==> config.mk <==
export PLATFORM = sky130hd
export DESIGN_NAME = escaped_text_attribute_decoder_unit
export DESIGN_NICKNAME = d
export VERILOG_FILES = /design/src/rtl/core/etad_pkg.sv /design/src/rtl/core/etad_fifo.sv /design/src/rtl/core/etad_front.sv /design/src/rtl/core/etad_back.sv /design/src/rtl/core/escaped_text_attribute_decoder_unit.sv
export SDC_FILE = /design/constraint.sdc
export NUM_CORES = 1
export LEC_CHECK = 0
export BUFFER_PORTS_ARGS = -buffer_cell sky130_fd_sc_hd__buf_2
export CAP_MARGIN = 25
export CELL_PAD_IN_SITES_DETAIL_PLACEMENT = 2
export CELL_PAD_IN_SITES_GLOBAL_PLACEMENT = 2
export CORE_MARGIN = 4
export CORE_UTILIZATION = 48
export CTS_CLUSTER_SIZE = 16
export DETAILED_ROUTE_END_ITERATION = 8
export PLACE_DENSITY_LB_ADDON = 0.05
export SLEW_MARGIN = 20
export SYNTH_ARGS = -nofsm -noshare
export SYNTH_HDL_FRONTEND = slang
export SYNTH_SLANG_ARGS = --single-unit
export TNS_END_PERCENT = 100
==> constraint.sdc <==
create_clock -name clk -period 3.9 [get_ports clk]
set_input_delay 0.585 -clock clk [delete_from_list [all_inputs] [get_ports clk]]
set_output_delay 0.585 -clock clk [all_outputs]
set_load 0.01 [all_outputs]
==> src/rtl/core/etad_pkg.sv <==
package etad_pkg;

	localparam int OP_DEPTH_DEF  = 4;
	localparam int OUT_DEPTH_DEF = 2;

	typedef struct packed {
		logic [7:0] char_in;
		logic       last_in;
	} in_t;

	typedef struct packed {
		logic [7:0] glyph_code;
		logic       glyph_font;
		logic [1:0] glyph_level;
		logic       glyph_back;
		logic       glyph_bar;
		logic       line_end;
	} out_t;

	typedef struct packed {
		logic       bar;
		logic       back;
		logic [1:0] level;
		logic       font;
		logic [7:0] code;
	} glyph_t;

	// One transaction from the front part to the back part.
	typedef struct packed {
		logic   is_glyph;
		logic   last;
		glyph_t glyph;
	} op_t;

endpackage

==> src/rtl/core/etad_fifo.sv <==
module etad_fifo #(
	parameter type T     = logic,
	parameter int  DEPTH = 2
) (
	input  logic clk,
	input  logic arst_n,
	input  logic wr,
	input  T     wdata,
	input  logic rd,
	output T     rdata,
	output logic full,
	output logic empty
);
	localparam int PW = (DEPTH > 1) ? $clog2(DEPTH) : 1;
	localparam int CW = $clog2(DEPTH + 1);
	localparam logic [PW-1:0] LAST_PTR = PW'(DEPTH - 1);
	localparam logic [CW-1:0] FULL_CNT = CW'(DEPTH);

	T              mem_q [DEPTH];
	logic [PW-1:0] wr_ptr_q;
	logic [PW-1:0] rd_ptr_q;
	logic [CW-1:0] count_q;
	logic          do_wr;
	logic          do_rd;

	assign full  = (count_q == FULL_CNT);
	assign empty = (count_q == '0);
	assign do_wr = wr && !full;
	assign do_rd = rd && !empty;
	assign rdata = mem_q[rd_ptr_q];

	always_ff @(posedge clk) begin
		if (do_wr) begin
			mem_q[wr_ptr_q] <= wdata;
		end
	end

	always_ff @(posedge clk or negedge arst_n) begin
		if (!arst_n) begin
			wr_ptr_q <= '0;
			rd_ptr_q <= '0;
			count_q  <= '0;
		end else begin
			if (do_wr) begin
				wr_ptr_q <= (wr_ptr_q == LAST_PTR) ? '0 : wr_ptr_q + 1'b1;
			end
			if (do_rd) begin
				rd_ptr_q <= (rd_ptr_q == LAST_PTR) ? '0 : rd_ptr_q + 1'b1;
			end
			if (do_wr && !do_rd) begin
				count_q <= count_q + 1'b1;
			end else if (do_rd && !do_wr) begin
				count_q <= count_q - 1'b1;
			end
		end
	end

endmodule

==> src/rtl/core/etad_front.sv <==
module etad_front (
	input  logic           clk,
	input  logic           arst_n,
	input  logic           push,
	input  etad_pkg::in_t  item,
	input  logic           op_full,
	output logic           accept,
	output logic           op_push,
	output etad_pkg::op_t  op
);
	import etad_pkg::*;

	localparam logic [1:0] FONT_LATIN   = 2'd0;
	localparam logic [1:0] FONT_GREEK   = 2'd1;
	localparam logic [1:0] FONT_SPECIAL = 2'd2;

	localparam logic [1:0] LEVEL_NORMAL = 2'd0;
	localparam logic [1:0] LEVEL_UP     = 2'd1;
	localparam logic [1:0] LEVEL_DOWN   = 2'd2;

	localparam logic [7:0] CH_GREEK    = 8'h5B; // [
	localparam logic [7:0] CH_LATIN    = 8'h5D; // ]
	localparam logic [7:0] CH_SPECIAL  = 8'h22; // "
	localparam logic [7:0] CH_LATIN2   = 8'h23; // #
	localparam logic [7:0] CH_NORMAL   = 8'h21; // !
	localparam logic [7:0] CH_UP       = 8'h5E; // ^
	localparam logic [7:0] CH_DOWN     = 8'h3F; // ?
	localparam logic [7:0] CH_BACK     = 8'h26; // &
	localparam logic [7:0] CH_BAR      = 8'h7C; // |

	function automatic logic [7:0] special_map(input logic [7:0] c);
		logic [7:0] r;
		case (c)
			8'h42:   r = 8'h7C; // B
			8'h44:   r = 8'h24; // D
			8'h45:   r = 8'h21; // E
			8'h46:   r = 8'h23; // F
			8'h47:   r = 8'h3E; // G
			8'h48:   r = 8'h3F; // H
			8'h4A:   r = 8'h3A; // J
			8'h4B:   r = 8'h3B; // K
			8'h4C:   r = 8'h3C; // L
			8'h4D:   r = 8'h5B; // M
			8'h4E:   r = 8'h5D; // N
			8'h57:   r = 8'h26; // W
			8'h59:   r = 8'h25; // Y
			default: r = c;
		endcase
		return r;
	endfunction

	logic [1:0] font_q;
	logic [1:0] level_q;
	logic       back_q;
	logic       bar_q;
	logic [1:0] font_d;
	logic [1:0] level_d;
	logic       back_d;
	logic       bar_d;
	logic       is_ctrl;

	assign accept = push && !op_full;

	always_comb begin
		font_d  = font_q;
		level_d = level_q;
		back_d  = back_q;
		bar_d   = bar_q;
		is_ctrl = 1'b1;
		case (item.char_in)
			CH_GREEK:   font_d  = FONT_GREEK;
			CH_LATIN:   font_d  = FONT_LATIN;
			CH_SPECIAL: font_d  = FONT_SPECIAL;
			CH_LATIN2:  font_d  = FONT_LATIN;
			CH_NORMAL:  level_d = LEVEL_NORMAL;
			CH_UP:      level_d = LEVEL_UP;
			CH_DOWN:    level_d = LEVEL_DOWN;
			CH_BACK:    back_d  = 1'b1;
			CH_BAR:     bar_d   = 1'b1;
			default:    is_ctrl = 1'b0;
		endcase

		op.is_glyph    = !is_ctrl;
		op.last        = item.last_in;
		op.glyph.bar   = bar_q;
		op.glyph.back  = back_q;
		op.glyph.level = level_q;
		if (font_q == FONT_SPECIAL) begin
			op.glyph.code = special_map(item.char_in);
			op.glyph.font = 1'b0;
		end else begin
			op.glyph.code = item.char_in;
			op.glyph.font = (font_q == FONT_GREEK);
		end
		if (!is_ctrl) begin
			back_d = 1'b0;
			bar_d  = 1'b0;
		end

		// Control bytes only reach the back part when they close a string.
		op_push = accept && (!is_ctrl || item.last_in);
	end

	always_ff @(posedge clk or negedge arst_n) begin
		if (!arst_n) begin
			font_q  <= FONT_LATIN;
			level_q <= LEVEL_NORMAL;
			back_q  <= 1'b0;
			bar_q   <= 1'b0;
		end else if (accept) begin
			if (item.last_in) begin
				font_q  <= FONT_LATIN;
				level_q <= LEVEL_NORMAL;
				back_q  <= 1'b0;
				bar_q   <= 1'b0;
			end else begin
				font_q  <= font_d;
				level_q <= level_d;
				back_q  <= back_d;
				bar_q   <= bar_d;
			end
		end
	end

endmodule

==> src/rtl/core/etad_back.sv <==
module etad_back (
	input  logic           clk,
	input  logic           arst_n,
	input  logic           op_valid,
	input  etad_pkg::op_t  op,
	input  logic           out_full,
	output logic           op_pop,
	output logic           out_push,
	output etad_pkg::out_t out_data
);
	import etad_pkg::*;

	function automatic out_t make_result(input glyph_t g, input logic end_flag);
		out_t r;
		r.glyph_code  = g.code;
		r.glyph_font  = g.font;
		r.glyph_level = g.level;
		r.glyph_back  = g.back;
		r.glyph_bar   = g.bar;
		r.line_end    = end_flag;
		return r;
	endfunction

	glyph_t held_q;
	logic   held_valid_q;
	logic   flush_q;

	always_comb begin
		op_pop   = 1'b0;
		out_push = 1'b0;
		out_data = make_result(held_q, 1'b0);
		if (!out_full) begin
			if (flush_q) begin
				// Second result of a glyph that closed a string.
				out_push = 1'b1;
				out_data = make_result(held_q, 1'b1);
			end else if (op_valid) begin
				op_pop = 1'b1;
				if (op.is_glyph) begin
					if (held_valid_q) begin
						out_push = 1'b1;
						out_data = make_result(held_q, 1'b0);
					end else if (op.last) begin
						out_push = 1'b1;
						out_data = make_result(op.glyph, 1'b1);
					end
				end else if (op.last && held_valid_q) begin
					out_push = 1'b1;
					out_data = make_result(held_q, 1'b1);
				end
			end
		end
	end

	always_ff @(posedge clk) begin
		if (op_pop && op.is_glyph) begin
			held_q <= op.glyph;
		end
	end

	always_ff @(posedge clk or negedge arst_n) begin
		if (!arst_n) begin
			held_valid_q <= 1'b0;
			flush_q      <= 1'b0;
		end else if (flush_q && !out_full) begin
			held_valid_q <= 1'b0;
			flush_q      <= 1'b0;
		end else if (op_pop) begin
			if (op.is_glyph) begin
				held_valid_q <= !op.last || held_valid_q;
				flush_q      <= op.last && held_valid_q;
			end else if (op.last) begin
				held_valid_q <= 1'b0;
			end
		end
	end

endmodule

==> src/rtl/core/escaped_text_attribute_decoder_unit.sv <==
// Decodes a markup string one byte per transaction into glyphs with font,
// script level, backspace and overbar attributes. The input side takes one
// byte every cycle while the operation queue between the decoder and the
// glyph stage has room. Each glyph is held back until the next glyph or the
// end of the string arrives, so a glyph's result appears one glyph later.
// With both queues idle, the byte that releases a result passes through the
// operation queue and the glyph stage, and the result is then written to the
// result queue and shows on the result ports. When the last byte of a string
// is a glyph that follows a held glyph, the glyph stage writes two results,
// one per cycle while the result queue has room, and takes no new operation
// until the line_end result is written. Control bytes produce no result, and
// all decoder state returns to its reset values after the byte flagged as last.
module escaped_text_attribute_decoder_unit #(
	parameter int OP_DEPTH  = etad_pkg::OP_DEPTH_DEF,
	parameter int OUT_DEPTH = etad_pkg::OUT_DEPTH_DEF
) (
	input  logic           clk,
	input  logic           arst_n,
	input  logic           push,
	output logic           full,
	input  etad_pkg::in_t  item,
	output logic           empty,
	input  logic           pop,
	output etad_pkg::out_t result
);
	import etad_pkg::*;

	logic accept;
	logic op_push;
	op_t  op_in;
	op_t  op_out;
	logic op_full;
	logic op_empty;
	logic op_pop;
	logic out_push;
	out_t out_data;
	logic out_full;

	assign full = op_full;

	etad_front u_front (
		.clk     (clk),
		.arst_n  (arst_n),
		.push    (push),
		.item    (item),
		.op_full (op_full),
		.accept  (accept),
		.op_push (op_push),
		.op      (op_in)
	);

	etad_fifo #(
		.T     (op_t),
		.DEPTH (OP_DEPTH)
	) u_op_fifo (
		.clk    (clk),
		.arst_n (arst_n),
		.wr     (op_push && accept),
		.wdata  (op_in),
		.rd     (op_pop),
		.rdata  (op_out),
		.full   (op_full),
		.empty  (op_empty)
	);

	etad_back u_back (
		.clk      (clk),
		.arst_n   (arst_n),
		.op_valid (!op_empty),
		.op       (op_out),
		.out_full (out_full),
		.op_pop   (op_pop),
		.out_push (out_push),
		.out_data (out_data)
	);

	etad_fifo #(
		.T     (out_t),
		.DEPTH (OUT_DEPTH)
	) u_out_fifo (
		.clk    (clk),
		.arst_n (arst_n),
		.wr     (out_push),
		.wdata  (out_data),
		.rd     (pop),
		.rdata  (result),
		.full   (out_full),
		.empty  (empty)
	);

endmodule

* Word level (Yosys, flattened, before mapping) *
Memories as Yosys holds them, arrays and structs flattened.
Index checks and enable logic that the tools add are counted.

storage, ports and cells
  bits in registers = 32
  memories kept = 2
  memory bits (writable) = 88
  input port bits = 13
  output and inout port bits = 16
  logic and storage cells = 149

cells by class
  add/sub/neg operators = 8
  eq/ne operators = 30
  reduce and logical (&&, ||, !) cells = 43
  muxes and demuxes = 49

memories
  name              depth  width  read ports  clocked after memory_dff  write ports  RTL line         source
  u_op_fifo.mem_q   4      15     1           0                         1            etad_fifo.sv:19  T mem_q [DEPTH];
  u_out_fifo.mem_q  2      14     1           0                         1            etad_fifo.sv:19

operators with widths
  kind                                                                    number
  8-bit by 7-bit equality test with 1-bit output (second input constant)  17
  8-bit case mux with 13 select lines                                     1
  14-bit two-way mux                                                      6
  8-bit by 6-bit equality test with 1-bit output (second input constant)  5
  1-bit two-way mux                                                       31
  1-bit logical AND                                                       14
  2-bit two-way mux                                                       6
  2-bit case mux with 3 select lines                                      2
  2-bit AND reduction                                                     6
  1-bit logical NOT                                                       10
  9-bit two-way mux                                                       1
  9-bit OR reduction                                                      1
  2-bit equality test (second input constant)                             4
  2-bit nonzero test                                                      4
  4-bit nonzero test                                                      2
  2-bit by 1-bit adder with 2-bit output (second input constant)          3
  3-bit two-way mux                                                       2
  3-bit inequality test (second input constant)                           2
  3-bit by 1-bit adder with 3-bit output (second input constant)          1
  3-bit equality test (second input constant)                             1
  3-bit logical NOT                                                       1
  3-bit nonzero test                                                      1
  3-bit by 1-bit subtractor with 3-bit output (second input constant)     1
  1-bit adder (second input constant)                                     2
  other kinds (5)                                                         6

* Logic depth before layout (Yosys ltp) *
Gate-level depths: netlist of run 1.

  depth after elaboration = 12
  mapped depth = 12
  depth with buffers taken out = 11

* Modules after synthesis *
From an unflattened synthesis of run 1, not the netlist that was laid out.

second synthesis, totals
  cell total of the unflattened synthesis = 366
  area total of the unflattened synthesis = 5665.4 um^2

by module, submodules not included
  module                               times used  sequential area each (um^2)  area an instance (um^2)  cells each
  etad_fifo (u_op_fifo)                1           1976.9                       2610.0                   116
  etad_fifo (u_out_fifo)               1           940.9                        1260.0                   63
  etad_front                           1           150.1                        999.7                    135
  etad_back                            1           440.4                        785.8                    50
  escaped_text_attribute_decoder_unit  1           0.0                          10.0                     2

* Least setup slack after synthesis of run 1 *
Ideal clock, no wire load.

  path type = input port to flip-flop
  start point = input item[5] (netlist bit)
  end point = register u_op_fifo.count_q[1]
  stages = 9
  required time = 3.775 ns
  library setup time = 0.125 ns
  path slack = 0.901 ns
  path buffers = 0
  data arrival time = 2.875 ns
  cells stage by stage = or4b_1 > or3_1 > a21boi_2 > o31ai_2 > and2_1 > ha_1 > inv_1 > fa_1 > mux2_2

between the ends
  word-level cells in the longest chain between the ends = 11
  elaborated cells between the ends (all ways) = 21
  classes of those cells = eq/ne (9); mux (2); reduce/logical (10)

RTL lines
  element                                                                                                                  RTL line                                   source
  start: declaration                                                                                                       escaped_text_attribute_decoder_unit.sv:21  input etad_pkg::in_t item,
  8-bit by 7-bit equality test with 1-bit output / 8-bit by 6-bit equality test with 1-bit output (equally long branches)  etad_front.sv:70                           case (item.char_in)
  9-bit OR reduction (no line) (*)                                                                                         n/a
  1-bit two-way mux (*)                                                                                                    etad_front.sv:70
  1-bit logical NOT (*)                                                                                                    etad_front.sv:101                          op_push = accept && (!is_ctrl || item.last_in);
  1-bit logical OR (*)                                                                                                     etad_front.sv:101
  1-bit logical AND (*)                                                                                                    etad_front.sv:101
  1-bit logical AND (*)                                                                                                    escaped_text_attribute_decoder_unit.sv:58  .wr (op_push && accept),
  1-bit logical AND (*)                                                                                                    etad_fifo.sv:28                            assign do_wr = wr && !full;
  via u_op_fifo.do_wr                                                                                                      etad_fifo.sv:23                            logic do_wr;
  1-bit logical NOT                                                                                                        etad_fifo.sv:52                            end else if (do_rd && !do_wr) begin
  1-bit logical AND                                                                                                        etad_fifo.sv:52
  2-bit nonzero test (no line)                                                                                             n/a
  end signal: assignment                                                                                                   etad_fifo.sv:51                            count_q <= count_q + 1'b1;
  end signal: assignment                                                                                                   etad_fifo.sv:53                            count_q <= count_q - 1'b1;
  end: declaration                                                                                                         etad_fifo.sv:22                            logic [CW-1:0] count_q;

Mark *: on every way through the listed nets, which the timed path passes. The rest lies on a longest branch.
A chain may end at the register's enable or synchronous reset.

* Final worst setup path of run 1 *
  start point = register u_op_fifo.rd_ptr_q[1]
  end point = register u_out_fifo.count_q[1]

between the ends
  word-level cells in the longest chain between the ends = 11
  elaborated cells between the ends (all ways) = 15
  classes of those cells = mux (8); reduce/logical (6); memory (1)

RTL lines
  element                                                        RTL line                          source
  start: declaration                                             etad_fifo.sv:21                   logic [PW-1:0] rd_ptr_q;
  start signal: assignment                                       etad_fifo.sv:48                   rd_ptr_q <= (rd_ptr_q == LAST_PTR) ? '0 : rd_ptr_q + 1'b1;
  memory 4 x 15 bit (*)                                          n/a
  1-bit two-way mux / 1-bit logical AND (equally long branches)  etad_back.sv:43, etad_back.sv:47
  1-bit two-way mux, on equally long branches                    etad_back.sv:40, etad_back.sv:47
  1-bit two-way mux (*)                                          etad_back.sv:39                   if (op.is_glyph) begin
  1-bit two-way mux (*)                                          etad_back.sv:37                   end else if (op_valid) begin
  1-bit two-way mux (*)                                          etad_back.sv:33                   if (flush_q) begin
  1-bit two-way mux (*)                                          etad_back.sv:32                   if (!out_full) begin
  1-bit logical AND (*)                                          etad_fifo.sv:28
  via u_out_fifo.do_wr                                           etad_fifo.sv:23
  1-bit logical NOT                                              etad_fifo.sv:52
  1-bit logical AND                                              etad_fifo.sv:52
  2-bit nonzero test (no line)                                   n/a
  end signal: assignment                                         etad_fifo.sv:51
  end signal: assignment                                         etad_fifo.sv:53
  end: declaration                                               etad_fifo.sv:22

Marks and branches as above.

==> summary.md, run 1 <==
| Metric | Value |
|---|---|
| Number of antenna violations at the first check in global routing | 0 |
| CP cell instances | mux4_2, o21ai_0, nand2_1, a21boi_1, inv_1, ha_1, xor2_1, nor2_1, xor2_1 |
| Hold slack | 0.156 ns |
| Worst setup path start | u_op_fifo.rd_ptr_q[1]$_DFFE_PN0P_ |
| CTS root buf | sky130_fd_sc_hd__clkbuf_16 |
| Layout overhead on the synthesized area | 14.5% |
| Layout cell share with drive strength beyond 1 | 0.273 |
| # clock sinks | 120 |
| Switching share of power | 0.339 |
| Fraction of the yosys area taken by sequential cells | 0.635 |
| Type of element capturing the critical path | flip-flop |
| Area of the core | 11000 sq um |
| TNS Setup | 0 ns |
| Static Leakage | 2.33 nW |
| Pwr/cell area | 896 nW/um^2 |
| Die width | 115 microns |
| Flop pwr share | 0.412 |
| Dominant cell type by count on the critical path | sky130_fd_sc_hd__xor2_1 |
| Unrepaired setup endpoints after global routing | no |
| Number of nets with antenna violations after routing | 0 |
| Shortest period the worst path allows | 3.30 ns |
| Tightest Hold Check Type | primary input to async pin |
| Number of placement rows | 38 |
| Share of the cycle needed by the critical path after routing | 0.846 |
| Area of the die | 13300 sq um |
| Power share of the clock group | 0.269 |
| Most used cells in the layout excluding fill and tap cells | sky130_fd_sc_hd__edfxtp_1 (101), sky130_fd_sc_hd__buf_2 (28), sky130_fd_sc_hd__mux2_2 (19), sky130_fd_sc_hd__dfrtp_1 (19), sky130_fd_sc_hd__clkbuf_16 (17) |
| Most common cell after layout, fill and taps aside | sky130_fd_sc_hd__edfxtp_1 |
| Data arrival time of the critical path | 3.60 ns |
| Residual DRC count | 0 |
| Synth async-reset ratio | 0.158 |
| Count of input and output buffers | 28 |
| Commonest register cell after synthesis | sky130_fd_sc_hd__edfxtp_1 |
| Result of the run | finished clean |
| Startpoint types | flip-flop |
| Number of CTS-inserted buffers | 17 |
| Ports | 29 |
| Cell-internal power | 0.00375 W |
| Synthesized flop and latch total | 120 |
| Final-report setup violation count | 0 |
| Synthesized netlist net count | 387 |
| Last weighted congestion value of the routability-driven placer | 0.792 |
| Worst-case vdd ir drop | 0.000594 V |
| First-pass GRT wire length | 24700 microns |
| Net total in the final layout | 418 |
| Cell with the largest stage delay on the worst path | sky130_fd_sc_hd__dfrtp_1 |
| Vias post-DR | 3425 |
| Worst Setup Slack post-DPL | 0.394 ns |
| Max-cap check violation count | 0 |
| Average wire length per cell after detail routing | 29.0 microns |
| Number of pins exceeding their max-slew limit in the final report | 0 |
| Post-detailed-placement half-perimeter wirelength | 9740 microns |
| First-pass detailed-route iteration total | 5 |
| Portion of total power attributed to combinational logic | 0.319 |
| Post-CTS setup buffers | 0 |
| Number of enable-type register cells in the synthesized netlist | 101 |
| Critical setup path kind | flip-flop to flip-flop |
| Worst path setup slack after routing | 0.601 ns |
| Maximum fanout count along the critical path | 17 |
| Avg Cell Area, Syn | 15.1 sq um |
| Antenna diode count | 0 |
| CTS max path bufs | 2 |
| Worst setup skew after layout | 0.0126 ns |
| Warnings from Yosys | 0 |
| Number of global-route vias before repair | 3843 |
| WL final | 16000 microns |
| Switching Power | 0.00192 W |
| Initial cell density of the core | 0.501 |
| Tot GR Track Use | 0.256 |
| Number of library cell types mapped by synthesis | 61 |
| Number of gates resized after cts | 0 |
| Per-cell via count in the routed design | 6.23 |
| Crit-path max cell delay | 0.87 ns |
| Gate count after technology mapping | 366 |
| Post-cts hold buffer count | 0 |
| Finished Cell Area | 6330 sq um |
| Worst Tran Pin Value | 0.896 ns |
| Hold Vio Cnt, Final | 0 |
| Initial DRC Count | 221 |
| Dpl cell area | 5770 sq um |
| Clock insertion delay at the later pin of the skew report | 0.41 ns |
| Largest net degree at the start of global routing | 25 |
| Highest Clock Rate | 303 MHz |
| Worst-case headroom to the max-slew limit | 0.395 |
| Worst-path clk slew | 0.06 ns |
| Die height | 115 microns |
| Required time worst endpoint | 4.20 ns |
| CTS HTree Levels | 4 |
| Global route total overflow | 0 |
| FF-to-FF Start | u_op_fifo.rd_ptr_q[1]$_DFFE_PN0P_ |
| Flop2flop setup slack | 0.60 ns |
| TritonCTS clock tree | yes |
| Cell area after technology mapping | 5530 sq um |
cells by family (layout without fill, tap and decap cells):
| kind of cell | Yosys count | count (layout) | synth area share |
|---|---|---|---|
| fa+ha+maj | 8 | 8 | 0.0195 |
| buf+inv | 30 | 74 | 0.0267 |
| flops | 120 | 120 | 0.635 |
| compound gates | 57 | 57 | 0.0700 |
| simple gates | 93 | 93 | 0.0992 |
| mux | 47 | 47 | 0.132 |
| xor+xnor | 11 | 11 | 0.0174 |
area by class of cell:
| class | instances | area (sq um) |
|---|---|---|
| fillers | 984 | 4700 |
| well taps | 140 | 175 |
| clock buffers | 22 | 454 |
| repair buffers | 34 | 185 |
| flip-flops and latches | 120 | 3510 |
| clock inverters | 10 | 103 |
| inverters | 8 | 30.0 |
| multi-input cells | 216 | 1870 |
worst max-delay path: cells and delay by family, from the launching register on:
kind	cells	cell delay (ns)
XOR/XNOR	2	0.39
flip-flops	1	0.87
buffers and inverters	1	0.10
AO/OA/AOI/OAI	2	0.79
adder cells (fa/ha/maj)	1	0.22
multiplexers	1	0.52
AND/OR/NAND/NOR	2	0.28
sequential cells by signal (all words and copies together) (netlist names):
name	count
u_front.back_q	1
u_front.bar_q	1
u_back.flush_q	1
u_front.font_q	2
u_front.level_q	2
u_back.held_q	13
u_op_fifo.mem_q	60
u_op_fifo.count_q	3
u_op_fifo.wr_ptr_q	2
u_out_fifo.wr_ptr_q	1
u_out_fifo.rd_ptr_q	1
u_op_fifo.rd_ptr_q	2
u_back.held_valid_q	1
u_out_fifo.mem_q	28
u_out_fifo.count_q	2
per-layer routing:
| metal | wire length (microns) | vias to the layer above | GRT usage |
|---|---|---|---|
| li1 | - | 1486 | - |
| met1 | 6480 | 1803 | 0.314 |
| met2 | 8640 | 121 | 0.472 |
| met3 | 699 | 15 | 0.0484 |
| met4 | 151 | 0 | 0.0509 |
| met5 | 0 | - | 0 |
power groups by stage:
stage	sequential (W)	combinational, W	clock (W)
CTS	0.00235	0.00184	0.00154
detailed placement	0.00233	0.00175	0
global placement	0.00225	0.00153	0
global route	0.00238	0.00196	0.00160
floorplan	0.00214	0.00130	0
finish	0.00234	0.00181	0.00153
through the flow:
step                       util  instances  total power [W]
after floorplan               -        366          0.00344
after global placement    0.522        517          0.00379
after detailed placement  0.523        518          0.00408
after CTS                 0.574        550          0.00573
after global routing      0.574        550          0.00595
final                     0.574        550          0.00567
final timing paths:
| check | to | depth (start not counted) |
|---|---|---|
| max reg2reg | u_out_fifo.count_q[1]$_DFFE_PN0P_ | 9 |
| max | u_out_fifo.count_q[1]$_DFFE_PN0P_ | 9 |
| min reg2reg | u_op_fifo.count_q[2]$_DFFE_PN0P_ | 1 |
| min in group clk | u_op_fifo.mem_q[0][7]$_DFFE_PP_ | 1 |
| max in group asynchronous | u_front.level_q[0]$_DFFE_PN0P_ | 1 |
| min | u_out_fifo.rd_ptr_q$_DFFE_PN0P_ | 1 |
cells in the mapped netlist (all sizes together) (5+ instances only):
cell type	count	share of area
a21o	5	0.0068
dfrtp	19	0.086
inv	8	0.0054
xnor2	6	0.0095
a21oi	9	0.0081
nand2	14	0.0095
mux4	15	0.061
xor2	5	0.0079
a31oi	7	0.0091
edfxtp	101	0.55
buf	7	0.011
and3	6	0.0068
clkbuf	15	0.010
nor3	10	0.0091
nand3	6	0.0054
ha	7	0.016
o21ai	15	0.014
nand2b	9	0.010
nor2	12	0.0086
nor2b	5	0.0057
mux2	29	0.066
o31ai	6	0.0091
Note: power is estimated with default switching activity, not from simulation.
==> run 2: changes to the inputs <==
--- a/config.mk
+++ b/config.mk
@@ -10,7 +10,7 @@
 export CELL_PAD_IN_SITES_DETAIL_PLACEMENT = 2
 export CELL_PAD_IN_SITES_GLOBAL_PLACEMENT = 2
 export CORE_MARGIN = 4
-export CORE_UTILIZATION = 48
+export CORE_UTILIZATION = 45
 export CTS_CLUSTER_SIZE = 16
 export DETAILED_ROUTE_END_ITERATION = 8
 export PLACE_DENSITY_LB_ADDON = 0.05
==> constraint.sdc (replaced) <==
create_clock -name clk -period 3.1 [get_ports clk]
set_input_delay 0.465 -clock clk [delete_from_list [all_inputs] [get_ports clk]]
set_output_delay 0.465 -clock clk [all_outputs]
set_load 0.01 [all_outputs]
==> run 2 against run 1 <==
- sequential cell count unchanged
- critical path type unchanged
- core utilization is 3.8 points lower
- worst hold slack got worse by 0.13 ns
- largest cell class unchanged
- first-iteration DRC count grew 13%
- sequential power up 22%
- cell count grew 3.6%
- critical path depth up 1
- clock power increased by 19%
==> summary.md, run 2 (same netlist as run 1, synthesis figures left out) <==
| Metric | Value |
|---|---|
| Die width | 119 microns (+3.1%) |
| Worst-case headroom to the max-slew limit | 0.471 (+0.0767) |
| Flop pwr share | 0.415 (+0.003) |
| Data arrival time of the critical path | 3.15 ns (-0.45 ns) |
| Count of input and output buffers | 28 (unchanged) |
| Tot GR Track Use | 0.206 (-0.0502) |
| Biggest register | u_op_fifo.mem_q |
| Number of gates resized after cts | 0 (unchanged) |
| Clock insertion delay at the later pin of the skew report | 0.41 ns (about the same) |
| Ports | 29 (unchanged) |
| Result of the run | finished clean |
| Vias post-DR | 3321 (-3.0%) |
| Largest net degree at the start of global routing | 20 (-20%) |
| Initial cell density of the core | 0.460 (-0.0409) |
| Biggest registers after layout | u_op_fifo.mem_q (60), u_out_fifo.mem_q (28), u_back.held_q (13) |
| Number of antenna violations at the first check in global routing | 0 (unchanged) |
| Startpoint types | flip-flop |
| Pwr/cell area | 1070 nW/um^2 (+19%) |
| Critical setup path kind | flip-flop to flip-flop |
| Last weighted congestion value of the routability-driven placer | 0.784 (-1.0%) |
| First-pass detailed-route iteration total | 4 (-1) |
| Number of pins exceeding their max-slew limit in the final report | 0 (unchanged) |
| CTS HTree Levels | 4 (unchanged) |
| Residual DRC count | 0 (unchanged) |
| Portion of total power attributed to combinational logic | 0.320 (about the same) |
| Worst Tran Pin Value | 0.793 ns (-0.103 ns) |
| CTS root buf | sky130_fd_sc_hd__clkbuf_16 |
| Most used cells in the layout excluding fill and tap cells | sky130_fd_sc_hd__edfxtp_1 (101), sky130_fd_sc_hd__buf_2 (28), sky130_fd_sc_hd__buf_4 (20) |
| Tightest Hold Check Type | primary input to async pin |
| Type of element capturing the critical path | flip-flop |
| Number of placement rows | 40 (+5.3%) |
| Hold Vio Cnt, Final | 0 (unchanged) |
| Number of global-route vias before repair | 3733 (-2.9%) |
| Shortest period the worst path allows | 2.83 ns (-0.468 ns) |
| Post-cts hold buffer count | 0 (unchanged) |
| Area of the die | 14100 sq um (+6.2%) |
| Worst setup skew after layout | 0.00796 ns (-0.00460 ns) |
| Unrepaired setup endpoints after global routing | no |
| Worst-path clk slew | 0.05 ns (about the same) |
| Switching Power | 0.00218 W (+13%) |
| Required time worst endpoint | 3.42 ns (-0.78 ns) |
| WL final | 13600 microns (-15%) |
| Highest Clock Rate | 353 MHz (+17%) |
| Initial DRC Count | 250 (+13%) |
| Maximum fanout count along the critical path | 7 (-10) |
| Number of flip-flops under the largest register name | 60 (unchanged) |
| Global route total overflow | 0 (unchanged) |
| Static Leakage | 2.39 nW (+3.0%) |
| Layout overhead on the synthesized area | 16.3% |
| # clock sinks | 120 (unchanged) |
| Net total in the final layout | 432 (+3.3%) |
| Per-cell via count in the routed design | 5.83 (-6.4%) |
| Post-CTS setup buffers | 0 (unchanged) |
| Dpl cell area | 5890 sq um (+2.0%) |
| Most common cell after layout, fill and taps aside | sky130_fd_sc_hd__edfxtp_1 |
| Finished Cell Area | 6430 sq um (+1.6%) |
| Number of CTS-inserted buffers | 17 (unchanged) |
| First-pass GRT wire length | 21900 microns (-12%) |
| Switching share of power | 0.317 (-0.0220) |
| Power share of the clock group | 0.265 (-0.004) |
| Number of nets with antenna violations after routing | 0 (unchanged) |
| CTS max path bufs | 2 (unchanged) |
| Average wire length per cell after detail routing | 23.9 microns (-18%) |
| Final-report setup violation count | 0 (unchanged) |
| Worst-case vdd ir drop | 0.000385 V (-35%) |
| Share of the cycle needed by the critical path after routing | 0.913 (+0.0673) |
| Post-detailed-placement half-perimeter wirelength | 8780 microns (-9.9%) |
| Layout cell share with drive strength beyond 1 | 0.300 (+0.0271) |
| Antenna diode count | 0 (unchanged) |
| Max-cap check violation count | 0 (unchanged) |
| TNS Setup | 0 ns (unchanged) |
| Die height | 119 microns (+3.1%) |
| Area of the core | 12000 sq um (+8.9%) |
| Cell-internal power | 0.00469 W (+25%) |
| TritonCTS clock tree | yes |
[run 2: changes by cell type in the layout (fill, tap and decap cells not counted), sizes merged]
cell and change:
clkinvlp -1, clkbuf -4, buf +14, clkinv +4
[run 2: layout make-up]
class | count | area (sq um)
Clock inverter | 13 | 113
Multi-Input combinational cell | 216 | 1880
Fill cell | 1120 | 5580
Clock buffer | 18 | 429
Tap cell | 147 | 184
Inverter | 8 | 30.0
Timing Repair Buffer | 48 | 290
Sequential cell | 120 | 3510
[run 2: metal layers]
metal  track usage  up-vias  share of wire
li1              -     1520              -
met1         0.246     1724           0.42
met2         0.368       67           0.54
met3        0.0484       10          0.031
met4        0.0652        0         0.0095
met5             0        -              0
[run 2: path summary, 6_finish.rpt]
path	slack [ns]	start	cells past startpoint	to
hold reg to reg	0.51	u_op_fifo.count_q[2]$_DFFE_PN0P_	1	u_op_fifo.count_q[2]$_DFFE_PN0P_
min in group clk	0.39	pop	3	u_out_fifo.rd_ptr_q$_DFFE_PN0P_
setup / recovery	0.27	u_op_fifo.rd_ptr_q[0]$_DFFE_PN0P_	10	u_out_fifo.count_q[1]$_DFFE_PN0P_
hold / removal	0.03	arst_n	1	u_op_fifo.count_q[2]$_DFFE_PN0P_
setup reg to reg	0.27	u_op_fifo.rd_ptr_q[0]$_DFFE_PN0P_	10	u_out_fifo.count_q[1]$_DFFE_PN0P_
max in group asynchronous	2.70	arst_n	1	u_out_fifo.count_q[0]$_DFFE_PN0P_
[run 2: stage by stage]
| step | util | hold slack (ns) | cells | power (W) | worst slack (ns) |
|---|---|---|---|---|---|
| floorplan | - | 0.169 | 366 | 0.00432 | 0.221 |
| global placement | 0.490 | 0.451 | 539 | 0.00482 | 0.111 |
| detailed placement | 0.490 | 0.462 | 539 | 0.00504 | 0.00755 |
| CTS | 0.535 | 0.0266 | 570 | 0.00697 | 0.253 |
| global route | 0.535 | 0.0446 | 570 | 0.00728 | 0.147 |
| finish | 0.535 | 0.0262 | 570 | 0.00687 | 0.269 |
[run 2: worst max-delay path: stages, from the launching register on]
cell	delay, ns
sky130_fd_sc_hd__dfrtp_1	0.51
sky130_fd_sc_hd__mux4_2	0.65
sky130_fd_sc_hd__o21ai_0	0.22
sky130_fd_sc_hd__nand2_1	0.12
sky130_fd_sc_hd__a21boi_1	0.36
sky130_fd_sc_hd__buf_4	0.20
sky130_fd_sc_hd__inv_1	0.05
sky130_fd_sc_hd__ha_1	0.19
sky130_fd_sc_hd__xor2_1	0.15
sky130_fd_sc_hd__nor2_1	0.12
sky130_fd_sc_hd__xor2_1	0.17
[run 2: power by group through the flow]
stage	combinational (W)	sequential [W]	clock (W)
after floorplan	0.00163	0.00269	0
after global placement	0.00203	0.00279	0
after detailed placement	0.00217	0.00287	0
after CTS	0.00225	0.00287	0.00185
after global routing	0.00242	0.00292	0.00194
final	0.00220	0.00285	0.00182
